--- config.mk ---
export PLATFORM = sky130hd
export DESIGN_NAME = pe_section_name_scanner
export DESIGN_NICKNAME = d
export VERILOG_FILES = /design/src/design/pe_scan_pkg.sv /design/src/design/pe_scan_parser.sv /design/src/design/pe_section_name_scanner.sv
export SDC_FILE = /design/constraint.sdc
export NUM_CORES = 1
export LEC_CHECK = 0
export BUFFER_PORTS_ARGS = -buffer_cell sky130_fd_sc_hd__clkbuf_2
export CORE_UTILIZATION = 55
export CTS_BUF_LIST = sky130_fd_sc_hd__clkbuf_8
export CTS_CLUSTER_SIZE = 14
export DETAILED_ROUTE_END_ITERATION = 10
export PLACE_DENSITY = 0.74
export SLEW_MARGIN = 25
export SYNTH_ARGS = -nofsm -noshare
export SYNTH_HDL_FRONTEND = slang
export SYNTH_HIERARCHICAL = 1
export SYNTH_SLANG_ARGS = --single-unit
--- constraint.sdc ---
create_clock -name clk -period 5.6 [get_ports clk]
set_input_delay 0.56 -clock clk [delete_from_list [all_inputs] [get_ports clk]]
set_output_delay 0.56 -clock clk [all_outputs]
set_load 0.02 [all_outputs]
--- src/design/pe_scan_pkg.sv ---
// Types and constants of the PE section name scanner.
// No dependencies; used by the parser, the top level and the checker.
package pe_scan_pkg;

    localparam int unsigned DOS_LAST_POS   = 63;
    localparam logic [31:0] DOS_SIZE       = 32'h0000_0040;
    localparam logic [31:0] OFFSET_MAX     = 32'h4000_0000;
    localparam int unsigned COFF_LAST_IDX  = 19;
    localparam int unsigned RECORD_LAST    = 39;
    localparam logic [3:0]  NAME_BYTES     = 4'd8;
    localparam logic [7:0]  CHAR_M         = 8'h4D;
    localparam logic [7:0]  CHAR_Z         = 8'h5A;

    localparam logic [63:0] TARGET_NAME_RESET   = 64'd431349129774;
    localparam logic [3:0]  TARGET_LENGTH_RESET = 4'd5;
    localparam logic [7:0]  SECTION_LIMIT_RESET = 8'd128;

    typedef enum logic [1:0] {
        CFG_TARGET_NAME   = 2'd0,
        CFG_TARGET_LENGTH = 2'd1,
        CFG_SECTION_LIMIT = 2'd2,
        CFG_UNUSED        = 2'd3
    } cfg_index_t;

    typedef enum logic [1:0] {
        VERDICT_MATCH     = 2'd0,
        VERDICT_NO_MATCH  = 2'd1,
        VERDICT_BAD       = 2'd2,
        VERDICT_TRUNCATED = 2'd3
    } verdict_t;

    typedef enum logic [6:0] {
        PH_DOS  = 7'b000_0001,
        PH_GAP  = 7'b000_0010,
        PH_SIG  = 7'b000_0100,
        PH_COFF = 7'b000_1000,
        PH_OPT  = 7'b001_0000,
        PH_SECT = 7'b010_0000,
        PH_DONE = 7'b100_0000
    } phase_t;

    typedef struct packed {
        logic [63:0] target_name;
        logic [3:0]  target_length;
        logic [7:0]  section_limit;
    } scan_cfg_t;

    typedef struct packed {
        logic     valid;
        verdict_t verdict;
    } scan_result_t;

    // Expected bytes of the "PE\0\0" signature.
    function automatic logic [7:0] sig_byte(input logic [1:0] idx);
        logic [7:0] b;
        case (idx)
            2'd0:    b = 8'h50;
            2'd1:    b = 8'h45;
            default: b = 8'h00;
        endcase
        return b;
    endfunction

endpackage

--- src/design/pe_scan_parser.sv ---
// Byte-serial header parser: holds the per-image state and gives a verdict.
// Depends on pe_scan_pkg.
module pe_scan_parser (
    input  logic                     clk,
    input  logic                     rst_n,
    input  logic                     step,
    input  logic [7:0]               data_byte,
    input  logic                     last_byte,
    input  pe_scan_pkg::scan_cfg_t   cfg,
    output pe_scan_pkg::scan_result_t result
);
    import pe_scan_pkg::*;

    phase_t      phase_reg, phase_next;
    logic [30:0] pos_reg, pos_next;
    logic [31:0] offset_reg, offset_next;
    logic [7:0]  count_high_reg, count_high_next;
    logic [7:0]  sections_total_reg, sections_total_next;
    logic [15:0] opt_reg, opt_next;
    logic [7:0]  seen_reg, seen_next;
    logic [5:0]  bir_reg, bir_next;
    logic        marks_reg, marks_next;

    logic [30:0] pos_inc;
    logic [7:0]  seen_inc;
    logic [15:0] opt_dec;
    logic [3:0]  name_len;
    logic [2:0]  name_idx;
    logic [7:0]  target_byte;
    logic        name_ok;

    assign pos_inc     = pos_reg + 31'd1;
    assign seen_inc    = seen_reg + 8'd1;
    assign opt_dec     = opt_reg - 16'd1;
    assign name_len    = (cfg.target_length > NAME_BYTES) ? NAME_BYTES : cfg.target_length;
    assign name_idx    = bir_reg[2:0];
    assign target_byte = cfg.target_name[{name_idx, 3'b000} +: 8];

    // A NUL in the target never matches; the byte right after a name shorter than eight bytes must be NUL.
    always_comb
    begin
        if ({1'b0, name_idx} < name_len)
        begin
            name_ok = (data_byte != 8'h00) && (data_byte == target_byte);
        end
        else if ({1'b0, name_idx} == name_len)
        begin
            name_ok = (data_byte == 8'h00);
        end
        else
        begin
            name_ok = 1'b1;
        end
    end

    always_comb
    begin
        phase_next          = phase_reg;
        pos_next            = pos_reg;
        offset_next         = offset_reg;
        count_high_next     = count_high_reg;
        sections_total_next = sections_total_reg;
        opt_next            = opt_reg;
        seen_next           = seen_reg;
        bir_next            = bir_reg;
        marks_next          = marks_reg;
        result.valid        = 1'b0;
        result.verdict      = VERDICT_TRUNCATED;

        if (step)
        begin
            case (phase_reg)
                PH_DOS:
                begin
                    if (pos_reg[5:0] == 6'd0 && data_byte != CHAR_M)
                    begin
                        marks_next = 1'b0;
                    end
                    if (pos_reg[5:0] == 6'd1 && data_byte != CHAR_Z)
                    begin
                        marks_next = 1'b0;
                    end
                    if (pos_reg[5:2] == 4'hF)
                    begin
                        offset_next[{pos_reg[1:0], 3'b000} +: 8] = data_byte;
                    end
                    pos_next = pos_inc;
                    if (pos_reg[5:0] == 6'(DOS_LAST_POS))
                    begin
                        if (!marks_next || offset_next < DOS_SIZE || offset_next > OFFSET_MAX)
                        begin
                            phase_next     = PH_DONE;
                            result.valid   = 1'b1;
                            result.verdict = VERDICT_BAD;
                        end
                        else
                        begin
                            phase_next = (offset_next == DOS_SIZE) ? PH_SIG : PH_GAP;
                            bir_next   = 6'd0;
                        end
                    end
                end
                PH_GAP:
                begin
                    pos_next = pos_inc;
                    if (pos_inc >= offset_reg[30:0])
                    begin
                        phase_next = PH_SIG;
                        bir_next   = 6'd0;
                    end
                end
                PH_SIG:
                begin
                    if (data_byte != sig_byte(bir_reg[1:0]))
                    begin
                        marks_next = 1'b0;
                    end
                    bir_next = bir_reg + 6'd1;
                    if (bir_reg == 6'd3)
                    begin
                        if (!marks_next)
                        begin
                            phase_next     = PH_DONE;
                            result.valid   = 1'b1;
                            result.verdict = VERDICT_BAD;
                        end
                        else
                        begin
                            phase_next = PH_COFF;
                            bir_next   = 6'd0;
                        end
                    end
                end
                PH_COFF:
                begin
                    case (bir_reg)
                        6'd2:    sections_total_next = data_byte;
                        6'd3:    count_high_next     = data_byte;
                        6'd16:   opt_next[7:0]       = data_byte;
                        6'd17:   opt_next[15:8]      = data_byte;
                        default: ;
                    endcase
                    bir_next = bir_reg + 6'd1;
                    if (bir_reg == 6'(COFF_LAST_IDX))
                    begin
                        // The section count is 16 bits; any high byte exceeds the 8-bit limit.
                        if (count_high_next != 8'd0 || sections_total_next == 8'd0
                            || sections_total_next > cfg.section_limit || opt_next == 16'd0)
                        begin
                            phase_next     = PH_DONE;
                            result.valid   = 1'b1;
                            result.verdict = VERDICT_BAD;
                        end
                        else
                        begin
                            phase_next = PH_OPT;
                            bir_next   = 6'd0;
                        end
                    end
                end
                PH_OPT:
                begin
                    opt_next = opt_dec;
                    if (opt_dec == 16'd0)
                    begin
                        phase_next = PH_SECT;
                        seen_next  = 8'd0;
                        bir_next   = 6'd0;
                        marks_next = 1'b1;
                    end
                end
                PH_SECT:
                begin
                    if (bir_reg[5:3] == 3'd0 && !name_ok)
                    begin
                        marks_next = 1'b0;
                    end
                    bir_next = bir_reg + 6'd1;
                    if (bir_reg == 6'(RECORD_LAST))
                    begin
                        seen_next = seen_inc;
                        if (marks_reg)
                        begin
                            phase_next     = PH_DONE;
                            result.valid   = 1'b1;
                            result.verdict = VERDICT_MATCH;
                        end
                        else if (seen_inc >= sections_total_reg)
                        begin
                            phase_next     = PH_DONE;
                            result.valid   = 1'b1;
                            result.verdict = VERDICT_NO_MATCH;
                        end
                        else
                        begin
                            bir_next   = 6'd0;
                            marks_next = 1'b1;
                        end
                    end
                end
                default:
                begin
                end
            endcase

            if (last_byte)
            begin
                if (!result.valid && phase_reg != PH_DONE)
                begin
                    result.valid   = 1'b1;
                    result.verdict = VERDICT_TRUNCATED;
                end
                phase_next          = PH_DOS;
                pos_next            = 31'd0;
                offset_next         = 32'd0;
                count_high_next     = 8'd0;
                sections_total_next = 8'd0;
                opt_next            = 16'd0;
                seen_next           = 8'd0;
                bir_next            = 6'd0;
                marks_next          = 1'b1;
            end
        end
    end

    always_ff @(posedge clk or negedge rst_n)
    begin
        if (!rst_n)
        begin
            phase_reg          <= PH_DOS;
            pos_reg            <= 31'd0;
            offset_reg         <= 32'd0;
            count_high_reg     <= 8'd0;
            sections_total_reg <= 8'd0;
            opt_reg            <= 16'd0;
            seen_reg           <= 8'd0;
            bir_reg            <= 6'd0;
            marks_reg          <= 1'b1;
        end
        else
        begin
            phase_reg          <= phase_next;
            pos_reg            <= pos_next;
            offset_reg         <= offset_next;
            count_high_reg     <= count_high_next;
            sections_total_reg <= sections_total_next;
            opt_reg            <= opt_next;
            seen_reg           <= seen_next;
            bir_reg            <= bir_next;
            marks_reg          <= marks_next;
        end
    end

endmodule

--- src/design/pe_section_name_scanner.sv ---
// Top level of the PE section name scanner: stream ports, configuration
// registers, input stage and result register. Depends on pe_scan_pkg and pe_scan_parser.
//
// The block takes the bytes of one PE/COFF executable image in file order on
// the s_ stream, one byte per item, with s_tlast on the final byte, and gives
// at most one result item per image on the m_ stream. It checks the MZ mark of
// the 64-byte DOS header, skips forward to the header offset stored at 0x3C,
// checks the "PE\0\0" signature, reads the section count and optional-header
// size from the COFF header, skips the optional header, and compares each
// section name (cut at its first NUL) with the configured target name. The
// verdict is match, no match, bad header or truncated; it is sent as soon as
// it is decided, and bytes after it are dropped until the last byte, which
// readies the block for the next image. A header offset below 64 counts as a
// bad header. Throughput is one byte per clock cycle unless a result is held
// back on the m_ side: every byte is one step of the parser state machine, so
// the per-byte logic sets the rate. An accepted byte sits in the input register
// while the parser works on it, and a verdict that byte causes is registered
// in the result register before it shows on m_tvalid. An input register in
// front of the parser lets one more byte be accepted while a result waits on
// the m_ side. Configuration is written through the cfg_
// port, which is always ready; write it only while no image is in flight.
// Writes to an index beyond the register list are ignored.
module pe_section_name_scanner (
    input  logic        clk,
    input  logic        rst_n,
    // Byte stream in.
    input  logic        s_tvalid,
    output logic        s_tready,
    input  logic [7:0]  s_tdata,   // [7:0] data_byte
    input  logic        s_tlast,   // last_byte
    // Verdict stream out.
    output logic        m_tvalid,
    input  logic        m_tready,
    output logic [7:0]  m_tdata,   // [0] found, [2:1] verdict, [7:3] zero
    // Configuration writes.
    input  logic        cfg_valid,
    output logic        cfg_ready,
    input  logic [1:0]  cfg_index,
    input  logic [63:0] cfg_data
);
    import pe_scan_pkg::*;

    scan_cfg_t    cfg_reg;
    scan_result_t step_result;

    logic         in_valid_reg, in_valid_next;
    logic [7:0]   in_byte_reg;
    logic         in_last_reg;
    logic         out_valid_reg, out_valid_next;
    verdict_t     out_verdict_reg;
    logic         advance;
    logic         s_accept;

    assign cfg_ready = 1'b1;

    // Configuration registers keep their value across images.
    always_ff @(posedge clk or negedge rst_n)
    begin
        if (!rst_n)
        begin
            cfg_reg.target_name   <= TARGET_NAME_RESET;
            cfg_reg.target_length <= TARGET_LENGTH_RESET;
            cfg_reg.section_limit <= SECTION_LIMIT_RESET;
        end
        else if (cfg_valid)
        begin
            case (cfg_index_t'(cfg_index))
                CFG_TARGET_NAME:   cfg_reg.target_name   <= cfg_data;
                CFG_TARGET_LENGTH: cfg_reg.target_length <= cfg_data[3:0];
                CFG_SECTION_LIMIT: cfg_reg.section_limit <= cfg_data[7:0];
                default:           ;
            endcase
        end
    end

    // The held byte moves into the parser when the result register can take
    // whatever that byte produces.
    assign advance  = in_valid_reg && (!out_valid_reg || m_tready);
    assign s_tready = !in_valid_reg || advance;
    assign s_accept = s_tvalid && s_tready;

    always_comb
    begin
        if (s_accept)
        begin
            in_valid_next = 1'b1;
        end
        else if (advance)
        begin
            in_valid_next = 1'b0;
        end
        else
        begin
            in_valid_next = in_valid_reg;
        end

        if (advance)
        begin
            out_valid_next = step_result.valid;
        end
        else
        begin
            out_valid_next = out_valid_reg && !m_tready;
        end
    end

    always_ff @(posedge clk or negedge rst_n)
    begin
        if (!rst_n)
        begin
            in_valid_reg  <= 1'b0;
            out_valid_reg <= 1'b0;
        end
        else
        begin
            in_valid_reg  <= in_valid_next;
            out_valid_reg <= out_valid_next;
        end
    end

    // Payload registers need no reset.
    always_ff @(posedge clk)
    begin
        if (s_accept)
        begin
            in_byte_reg <= s_tdata;
            in_last_reg <= s_tlast;
        end
        if (advance && step_result.valid)
        begin
            out_verdict_reg <= step_result.verdict;
        end
    end

    pe_scan_parser u_parser (
        .clk       (clk),
        .rst_n     (rst_n),
        .step      (advance),
        .data_byte (in_byte_reg),
        .last_byte (in_last_reg),
        .cfg       (cfg_reg),
        .result    (step_result)
    );

    assign m_tvalid = out_valid_reg;
    assign m_tdata  = {5'd0, out_verdict_reg, (out_verdict_reg == VERDICT_MATCH)};

endmodule

# ---- Yosys cells after proc, flatten, opt, wreduce, memory -nomap -nowiden
# Cells that the tools add are included.
dict set report word_totals {
  out_inout_bits 11
  word_cells 212
  reg_bits 206
  input_bits 80
}
dict set report op_classes {
  n_eq_ne 33
  muxes 94
  addsub 5
  magnitude_cmp 7
  shifts 3
  reduce_logical 53
}
# operator n
set ops {}
lappend ops {{2-to-1 mux 8 bit} 21}
lappend ops {{2-to-1 mux 32 bit} 5}
lappend ops {{2-to-1 mux 7 bit} 12}
lappend ops {{2-to-1 mux 6 bit} 12}
lappend ops {{variable part select 64 x 7 -> 8 bit} 1}
lappend ops {{2-to-1 mux 31 bit} 2}
lappend ops {{2-to-1 mux 3 bit} 14}
lappend ops {{one-hot mux 7 bit (6 select lines)} 1}
lappend ops {{one-hot mux 6 bit (6 select lines)} 1}
lappend ops {{bitwise mux 32 bit} 1}
lappend ops {{equality test 32 x 7 -> 1 bit (second input constant)} 1}
lappend ops {{> comparator 32 x 31 -> 1 bit (second input constant)} 1}
lappend ops {{logical NOT 16 bit} 2}
lappend ops {{< comparator 32 x 7 -> 1 bit (second input constant)} 1}
lappend ops {{one-hot mux 16 bit (2 select lines)} 1}
lappend ops {{variable shift 8 x 7 -> 32 bit (first input constant)} 1}
lappend ops {{variable part select 8 x 7 -> 32 bit} 1}
lappend ops {{adder 31 x 1 -> 31 bit (second input constant)} 1}
lappend ops {{>= comparator 31 bit} 1}
lappend ops {{equality test 6 x 5 -> 1 bit (second input constant)} 3}
lappend ops {{2-to-1 mux 1 bit} 18}
lappend ops {{inequality test 3 x 2 -> 1 bit (second input constant)} 6}
lappend ops {{logical NOT 8 bit} 2}
lappend ops {{2-to-1 mux 16 bit} 1}
lappend ops {{49 further kinds} 85}

# ---- Longest topological paths before layout
# Gate-level depths: netlist of run 1.
dict set report depth {
  word_depth 19
  ltp_mapped 21
  ltp_nobuf 17
}

# ---- Modules after synthesis
# The synthesis of run 1 kept the hierarchy.
# mod cells_each area_each_um2 seq_area_each_um2 instances
set modules_own_cells {}
lappend modules_own_cells {pe_scan_parser 1118 9317.7 2930.3 1}
lappend modules_own_cells {pe_section_name_scanner 192 3652.3 2309.7 1}

# ---- Worst setup path after synthesis of run 1
# No wires, ideal clock.
dict set report synth_path {
  kind {flip-flop to flip-flop}
  start {register u_parser.pos_reg[1]}
  end {register u_parser.bir_reg[1]}
  t_required_ns 5.475
  path_buffers 3
  setup_time_ns 0.125
  arrival_ns 4.547
  path_slack_ns 0.929
  path_stages_with_launch 21
  synth_period_minus_slack_ns 4.671
  cell_sequence {dfrtp_1 -> ha_1 -> clkbuf_1 -> nand2_1 -> or3_1 -> clkbuf_1 -> nor2_2 -> nand3_1 -> or4_1 -> clkbuf_1 -> nor2_1 -> xor2_1 -> ha_1 -> and3_1 -> and3_1 -> a211o_1 -> a211oi_1 -> o41ai_1 -> o311ai_1 -> a21o_1 -> mux2_2}
}
dict set report synth_between {
  elab_chain_len 11
  word_cells_on_any_way 27
  cone_classes {2 x add/sub; 3 x order compare; 5 x eq/ne; 2 x shift; 8 x mux; 7 x reduce/logical}
}
# element line
set synth_lines {}
lappend synth_lines {{start, declared} pe_scan_parser.sv:15} ;# logic [30:0] pos_reg, pos_next;
lappend synth_lines {{start signal, assigned} pe_scan_parser.sv:243} ;# pos_reg <= pos_next;
lappend synth_lines {{negation 5 -> 7 bit / logical NOT 6 bit (equally long branches)} {pe_scan_parser.sv:85, pe_scan_parser.sv:75}}
lappend synth_lines {{variable part select 8 x 7 -> 32 bit, or another cell as far along} pe_scan_parser.sv:85} ;# offset_next[{pos_reg[1:0], 3'b000} +: 8] = data_byte;
lappend synth_lines {{bitwise mux 32 bit / 2-to-1 mux 1 bit (equally long branches)} {pe_scan_parser.sv:85, pe_scan_parser.sv:75}}
lappend synth_lines {{2-to-1 mux 32 bit / 2-to-1 mux 1 bit (equally long branches)} {pe_scan_parser.sv:83, pe_scan_parser.sv:79}}
lappend synth_lines {{2-to-1 mux 32 bit / 2-to-1 mux 1 bit (equally long branches)} pe_scan_parser.sv:72} ;# case (phase_reg)
lappend synth_lines {{2-to-1 mux 32 bit / 2-to-1 mux 1 bit (equally long branches)} pe_scan_parser.sv:70} ;# if (step)
lappend synth_lines {{< comparator 32 x 7 -> 1 bit / logical NOT 1 bit (equally long branches)} pe_scan_parser.sv:90} ;# if (!marks_next || offset_next < DOS_SIZE || offset_next > OFFSET_MAX)
lappend synth_lines {{logical OR 1 bit (2 in a row)} pe_scan_parser.sv:90}
lappend synth_lines {{inequality test 3 bit (no line)} -}
lappend synth_lines {{AND reduction 6 bit (no line) *} -}
lappend synth_lines {{end signal, assigned} pe_scan_parser.sv:249} ;# bir_reg <= bir_next;
lappend synth_lines {{end, declared} pe_scan_parser.sv:21} ;# logic [5:0] bir_reg, bir_next;
# Every way passes the cells marked *; elsewhere a longest branch is shown, timed or not. The select of a mux whose other input is x is not followed.
# A chain may end at the register's enable or synchronous reset.

# ---- Worst setup path in the final report of run 1
dict set report layout_path {
  start {register u_parser.pos_reg[0]}
  end {register u_parser.phase_reg[2]}
}
dict set report layout_between {
  elab_chain_len 13
  word_cells_on_any_way 32
  cone_classes {2 x add/sub; 3 x order compare; 5 x eq/ne; 2 x shift; 13 x mux; 7 x reduce/logical}
}
# element line
set layout_lines {}
lappend layout_lines {{negation 5 -> 7 bit / logical NOT 6 bit (equally long branches)} {pe_scan_parser.sv:85, pe_scan_parser.sv:75}}
lappend layout_lines {{variable part select 8 x 7 -> 32 bit, or another cell as far along} pe_scan_parser.sv:85}
lappend layout_lines {{bitwise mux 32 bit / 2-to-1 mux 1 bit (equally long branches)} {pe_scan_parser.sv:85, pe_scan_parser.sv:75}}
lappend layout_lines {{2-to-1 mux 32 bit / 2-to-1 mux 1 bit (equally long branches)} {pe_scan_parser.sv:83, pe_scan_parser.sv:79}}
lappend layout_lines {{2-to-1 mux 32 bit / 2-to-1 mux 1 bit (equally long branches)} pe_scan_parser.sv:72}
lappend layout_lines {{2-to-1 mux 32 bit / 2-to-1 mux 1 bit (equally long branches)} pe_scan_parser.sv:70}
lappend layout_lines {{< comparator 32 x 7 -> 1 bit / logical NOT 1 bit (equally long branches)} pe_scan_parser.sv:90}
lappend layout_lines {{logical OR 1 bit (2 in a row)} pe_scan_parser.sv:90}
lappend layout_lines {{2-to-1 mux 7 bit} pe_scan_parser.sv:90}
lappend layout_lines {{2-to-1 mux 7 bit} pe_scan_parser.sv:88} ;# if (pos_reg[5:0] == 6'(DOS_LAST_POS))
lappend layout_lines {{one-hot mux 7 bit (6 select lines)} pe_scan_parser.sv:72}
lappend layout_lines {{2-to-1 mux 7 bit} pe_scan_parser.sv:206} ;# if (last_byte)
lappend layout_lines {{end signal, assigned} pe_scan_parser.sv:242} ;# phase_reg <= phase_next;
lappend layout_lines {{end, declared} pe_scan_parser.sv:14} ;# phase_t phase_reg, phase_next;
# Several ways; a longest one is shown, not always the timed one. The select of a mux whose other input is x is not followed.

==> metrics.md, run 1 <==
| Metric | Value |
|---|---|
| Logic gate share of total power | 23.2% |
| RSZ-0062 raised after global routing | no |
| Initial antenna violation count | 0 |
| DRT Pass-1 Iters | 5 |
| Top Layer Used | met4 |
| Setup crit start kind | register |
| Fillers | 1896 |
| Non-Filler Instances | 1706 |
| Number of synthesized flops with an enable pin | 11 |
| Htree depth | 2 |
| First-pass GRT wire length | 52000 microns |
| Synth Register Bits | between 200 and 250 |
| Overflow after GRT | 0 |
| Worst-margin pin slew | 0.913 ns |
| Final WS setup | 0.449 ns |
| Routability congestion estimate | ~0.9 |
| Initial Util | between 50% and 60% |
| Total power | approximately 4.2 mW |
| Layout area overhead | 9.90% |
| Worst skew pair latency | around 0.56 ns |
| Core area | 22900 sq um |
| Chip height | 156 microns |
| Clk slew on worst S/H paths | 0.06 ns |
| Netlist cell types | 78 |
| Post-route ant nets | 0 |
| Async SR Flop Fraction | between 90 and 100% |
| Maximum clock path buffer count | 3 |
| Max-Cap Viols | 0 |
| Initial DRC count | 891 |
| Max reg flops | 76 |
| Internal | 2.88 mW |
| Worst EP required | approximately 6.0 ns |
| Vias per inst | 6.02 |
| Clock Skew | 0.0334 ns |
| CP peak stage delay | 0.63 ns |
| Met2 WL post-DR | 15200 microns |
| Worst vdd ir | 0.275 mV |
| Io pins | 91 |
| DRC | 0 |
| Worst setup EP type | register |
| Post-route cell area | around 14000 sq um |
| DP Worst Slack | 0.527 ns |
| Hold Slack | 0.134 ns |
| Number of port buffers | 84 |
| Final Routed Wirelength | 32300 microns |
| P_sw | 1.32 mW |
| GRT Util Overall | 27.2% |
| Die area | 24200 sq um |
| Slew HR | 38.5% |
| Synth warnings | 6 |
| Number of global-route vias before repair | 10100 |
| Mean Syn Cell Area | 9.90 sq um |
| Post-Syn Area | 13000 sq um |
| Hold-fix buffers, CTS | 0 |
| ANT cells | 0 |
| Cell Rows | between 50 and 60 |
| Main synth FF type | dfrtp_1 |
| DP Area | approximately 14000 sq um |
| Critical Path Fanout Max | 9 |
| Hold Crit Class | input port to async pin |
| WL met3 | 2260 microns |
| Met1 WL | around 13000 microns |
| Placed insts | 1642 |
| Crit path arrival time | approximately 5.6 ns |
| Sw Ratio | 31.5% |
| Status | finished clean |
| Root Buffer | clkbuf_8 |
| Synth Instances | 1310 |
| Fin crit period | 5.15 ns |
| PD cells | 295 nW/um^2 |
| Vias after detailed routing | 10300 |
| Chip width | 156 microns |
| # setup viols final | 0 |
| Final net count | 1509 |
| Leak Pwr | 6.35 nW |
| Post-DR wirelength/cell | 18.9 microns |
| Setup Crit Path Kind | register to register |
| Seq pwr share | between 40% and 50% |
| Final hold vios | 0 |
| Cell Chain, Critical Path | ha_1 -> nand2_1 -> or3_1 -> nor2_2 -> nand3_1 -> or4_1 -> nor2_1 -> xor2_1 -> ha_1 -> and3_1 -> and3_1 -> nand2_1 -> o41ai_1 -> o311ai_1 -> or2_0 -> o31ai_1 |
| FMAX | just under 200 MHz |
| Setup repair bufs after CTS | 0 |
| CTS tree | yes |
| Slowest-stage cell, CP | or4_1 |
| Clock sink count | 206 |
| Setup TNS Final | 0 ns |
| Final Max Slew Viols | 0 |
| Crit share post-route | 92.0% |
| Post-DP HPWL | about 22000 microns |
| CTS buffer count | 36 |
| Fin util | 62.2% |
| Cts repair resizes | 0 |
| Largest net degree at the start of global routing | 109 |
| Clock share of power | 33.6% |
| Share of layout cells above drive strength 1 | 21.5% |
| Register area share after synthesis | 40.4% |
logic make-up after synthesis:
kind of cell / Yosys count / share of synthesized area (%)
XOR/XNOR: 48 / 3.24
AND/OR/NAND/NOR: 404 / 15.5
AO/OA/AOI/OAI: 294 / 15.0
adder cells (fa/ha/maj): 62 / 5.98
flip-flops: 206 / 40.4
other: 2 / 0.0579
multiplexers: 128 / 14.0
buffers and inverters: 166 / 5.82
cells in the mapped netlist (all sizes together) (17+ instances only):
cell type	instances	share of area, %
and3	19	0.92
dfrtp	171	33
ha	62	6.0
nand4	17	0.82
xnor2	27	1.8
nand3	46	1.8
a21oi	57	2.2
mux2	88	9.4
buf	20	1.6
nor4	26	1.3
a22o	34	2.3
nand2	114	3.3
nor3	35	1.4
mux2i	24	1.9
o21ai	91	3.5
clkbuf	69	2.0
xor2	21	1.4
nor2	78	2.3
inv	77	2.2
dfstp	24	4.9
cell usage in the layout (no fill, tap or decap), types with 7 or more instances in the layout:
master    count
xor2_1       21
nor4_1       26
o22ai_1      16
or3_1         8
nand3_1      46
edfxtp_1     11
nand2b_1      9
mux2_2       28
nand4_1      17
inv_1        87
clkbuf_2     83
dfrtp_1     171
clkbuf_8     45
o211ai_1      9
a21oi_1      57
o31ai_1       7
a221oi_1      8
nand3b_1      7
nor3_1       35
o21ai_0      86
a32o_1        8
mux2i_1      24
and3_1       19
a22o_1       34
mux2_4       60
or4_1         8
ha_1         62
nand2_1     114
nor2b_1       9
dfstp_2      24
nor2_1       77
mux4_2       16
buf_4        20
a31oi_1      11
xnor2_1      27
a22oi_1       9
power by group through the flow:
stage                     combinational (mW)  clock (mW)  sequential [mW]
after floorplan                        0.722           0             1.79
after global placement                 0.933           0             1.83
after detailed placement               0.959           0             1.84
after CTS                              0.968        1.44             1.82
after global routing                    1.06        1.51             1.84
final                                  0.977        1.41             1.82
layout make-up:
cell class	count	area, sq um	share of cell area [%]
tap	313	392	2.75
clock inverter	20	138	0.966
timing repair buffer	104	579	4.06
clock buffer	44	606	4.25
inverter	77	289	2.03
sequential	206	5240	36.8
multi-input combinational	942	7010	49.2
per-layer routing:
| metal | up-vias | GRT usage, % |
|---|---|---|
| met5 | - | 0 |
| met4 | 0 | 12.9 |
| met3 | 92 | 5.53 |
| met2 | 409 | 45.3 |
| met1 | 4884 | 34.0 |
| li1 | 4893 | - |
final timing paths:
kind	startpoint	endpoint	slack [ns]	cells past startpoint
max in group asynchronous	rst_n	cfg_reg[30]	4.32	2
min reg2reg	u_parser/seen_reg[6]	u_parser/seen_reg[6]	0.48	2
min	rst_n	u_parser/pos_reg[28]	0.13	1
min in group clk	s_tlast	in_last_reg	0.17	1
max	u_parser/pos_reg[0]	u_parser/phase_reg[2]	0.45	16
max reg2reg	u_parser/pos_reg[0]	u_parser/phase_reg[2]	0.45	16
critical path, delay by kind of cell, from the launching register on:
family / cells / cell delay, ns
and+or+nand+nor: 10 / 2.83
AOI/OAI and AO/OA: 3 / 1.20
adders and majority gates: 2 / 0.58
DFF: 1 / 0.36
xor gates and xnor gates: 1 / 0.10
Power figures use the tool's default switching activity.
==> inputs of run 2 (changes only) <==
BUFFER_PORTS_ARGS = not set   (was -buffer_cell sky130_fd_sc_hd__clkbuf_2)
DONT_BUFFER_PORTS = 1   (was not set)
PLACE_DENSITY = 0.7   (was 0.74)
==> run 2 against run 1 <==
Net effect:
- sequential share of layout area rose by 0.85 points
- setup slack worse by 0.033 ns
- utilization decreased by 1.4 points
- critical path depth did not move
- die area unchanged
- combinational power down 4.6%
- sequential power about the same
- first-iteration DRC count increased by 6.1%
- maximum frequency shrank 0.64%
- critical endpoint is now u_parser/phase_reg[6]
- largest power group unchanged
==> metrics.md, run 2 (synthesized netlist as in run 1, its figures left out) <==
| Metric | Value |
|---|---|
| Hold Crit Class | input port to register |
| Hold Path Origin | s_tdata[0] |
| Io pins | 91 |
| RSZ-0062 raised after global routing | no |
| Final WS setup | 0.416 ns |
| Chip width | roughly 160 microns |
| Critical Path Fanout Max | 7 |
| Fin crit period | 5.18 ns |
| Status | finished clean |
| DRC | 0 |
| # setup viols final | 0 |
| Commonest non-fill, non-tap cell in the layout | dfrtp_1 |
| Layout area overhead | 7.42% |
| DP Worst Slack | 0.542 ns |
| DP Area | 13100 sq um |
| Non-Filler Instances | 1623 |
| Cts repair resizes | 0 |
| Worst skew pair latency | around 0.55 ns |
| Core area | approximately 23000 sq um |
| R2R Path Start | u_parser/pos_reg[0] |
| Buffers & Inverters on Critical Path | 0 |
| Leak Pwr | between 6 and 7 nW |
| CP peak stage delay | a little over 0.6 ns |
| Vias per inst | 6.17 |
| Routability congestion estimate | approximately 0.92 |
| Htree depth | 2 |
| Clk slew on worst S/H paths | 0.07 ns |
| CTS buffer count | 36 |
| Setup Crit Path Kind | register to register |
| Worst R2R Setup Slack | 0.42 ns |
| Most frequent cells in the layout | 171 x dfrtp_1, 114 x nand2_1, 86 x o21ai_0 |
| Setup TNS Final | 0 ns |
| Number of global-route vias before repair | 9813 |
| Clock sink count | 206 |
| Final net count | 1425 |
| Cell Rows | 55 |
| Initial antenna violation count | 0 |
| Slew HR | 30.3% |
| Post-DP HPWL | 22300 microns |
| Initial DRC count | between 900 and 1000 |
| Post-route ant nets | 0 |
| Post-DR wirelength/cell | around 20 microns |
| Largest net degree at the start of global routing | approximately 200 |
| CTS tree | yes |
| Post-route cell area | 13900 sq um |
| Critical Path Source | u_parser/pos_reg[0] |
| Final Max Slew Viols | 0 |
| Number of port buffers | 0 |
| Fin util | 60.8% |
| ANT cells | 0 |
| Setup crit start kind | register |
| First-pass GRT wire length | between 50000 and 60000 microns |
| Crit path arrival time | 5.61 ns |
| Root Buffer | clkbuf_8 |
| Vias after detailed routing | 10000 |
| Chip height | 156 microns |
| GRT Util Overall | 27.6% |
| Cell Chain, Critical Path | ha_1 -> nand2_1 -> or3_1 -> nor2_2 -> nand3_1 -> or4_1 -> nor2_1 -> xor2_1 -> ha_1 -> and3_1 -> and3_1 -> nand2_1 -> o41ai_1 -> o311ai_1 -> or2_0 -> o31ai_1 |
| Worst EP required | 6.03 ns |
| Crit share post-route | slightly above 90% |
| Share of layout cells above drive strength 1 | 16.7% |
| Final hold vios | 0 |
| DRT Pass-1 Iters | 5 |
| Crit path max-delay family | simple AND/OR/NAND/NOR gates |
| Slowest-stage cell, CP | or4_1 |
| Placed insts | 1555 |
| Initial Util | between 50% and 60% |
| Final Routed Wirelength | 32500 microns |
| Max-Cap Viols | 0 |
| Maximum clock path buffer count | 3 |
| Worst-margin pin slew | 1.05 ns |
| PD cells | between 300 and 400 nW/um^2 |
| FMAX | roughly 190 MHz |
| Worst setup EP type | register |
| Die area | about 24000 sq um |
| Clock Skew | 0.0398 ns |
| Max reg flops | 76 |
| Overflow after GRT | 0 |
| Worst vdd ir | 0.216 mV |
==> run 2: cell count changes in the layout (fill, tap and decap cells not counted), moves of 2 or more <==
cell	change
inv_1	-5
bufinv_16	+2
clkbuf_2	-83
clkinv_1	+2
buf_4	-3
buf_16	+2
==> run 2: worst paths after layout <==
kind	to	cells after the start
setup reg to reg	u_parser/phase_reg[6]	16
hold reg to reg	cfg_reg[3]	1
min in group asynchronous	u_parser/opt_reg[5]	2
hold / removal	in_byte_reg[0]	0
max in group asynchronous	u_parser/offset_reg[0]	3
setup / recovery	u_parser/phase_reg[6]	16
==> run 2: timing repair <==
action	in CTS	in global routing
setup endpoints to repair	0	0
hold endpoints to repair	195	52
setup buffers	0	0
hold buffers	1	1
==> run 2: stage by stage <==
| step | hold WS [ns] | power (mW) |
|---|---|---|
| floorplan | 0.264 | 2.51 |
| global placement | 0.273 | 2.71 |
| detailed placement | 0.271 | 2.74 |
| CTS | 0.0812 | 4.32 |
| global route | 0.0756 | 4.52 |
| finish | 0.109 | 4.30 |
==> run 2: final cells by class <==
type / instances / area (sq um)
clock buffers: 46 / 633
clock inverters: 19 / 175
fillers: 1934 / 8980
inverters: 77 / 289
multi-input cells: 942 / 7010
flip-flops and latches: 206 / 5240
well taps: 313 / 392
repair buffers: 20 / 193
==> run 2: power by group <==
part           leakage (nW)  switching, mW  total, mW  internal, mW
logic                  2.98          0.520      0.932         0.412
registers              2.60          0.142       1.83          1.69
clock network         0.443          0.655       1.54         0.885
total                  6.03           1.32       4.30          2.98
==> run 2: per-layer routing <==
layer	vias to the layer above	global-route usage, %	wire length [microns]
li1	4729	-	-
met1	4844	35.8	13900
met2	361	45.5	15400
met3	83	6.08	2270
met4	0	9.94	1020
met5	-	0	0
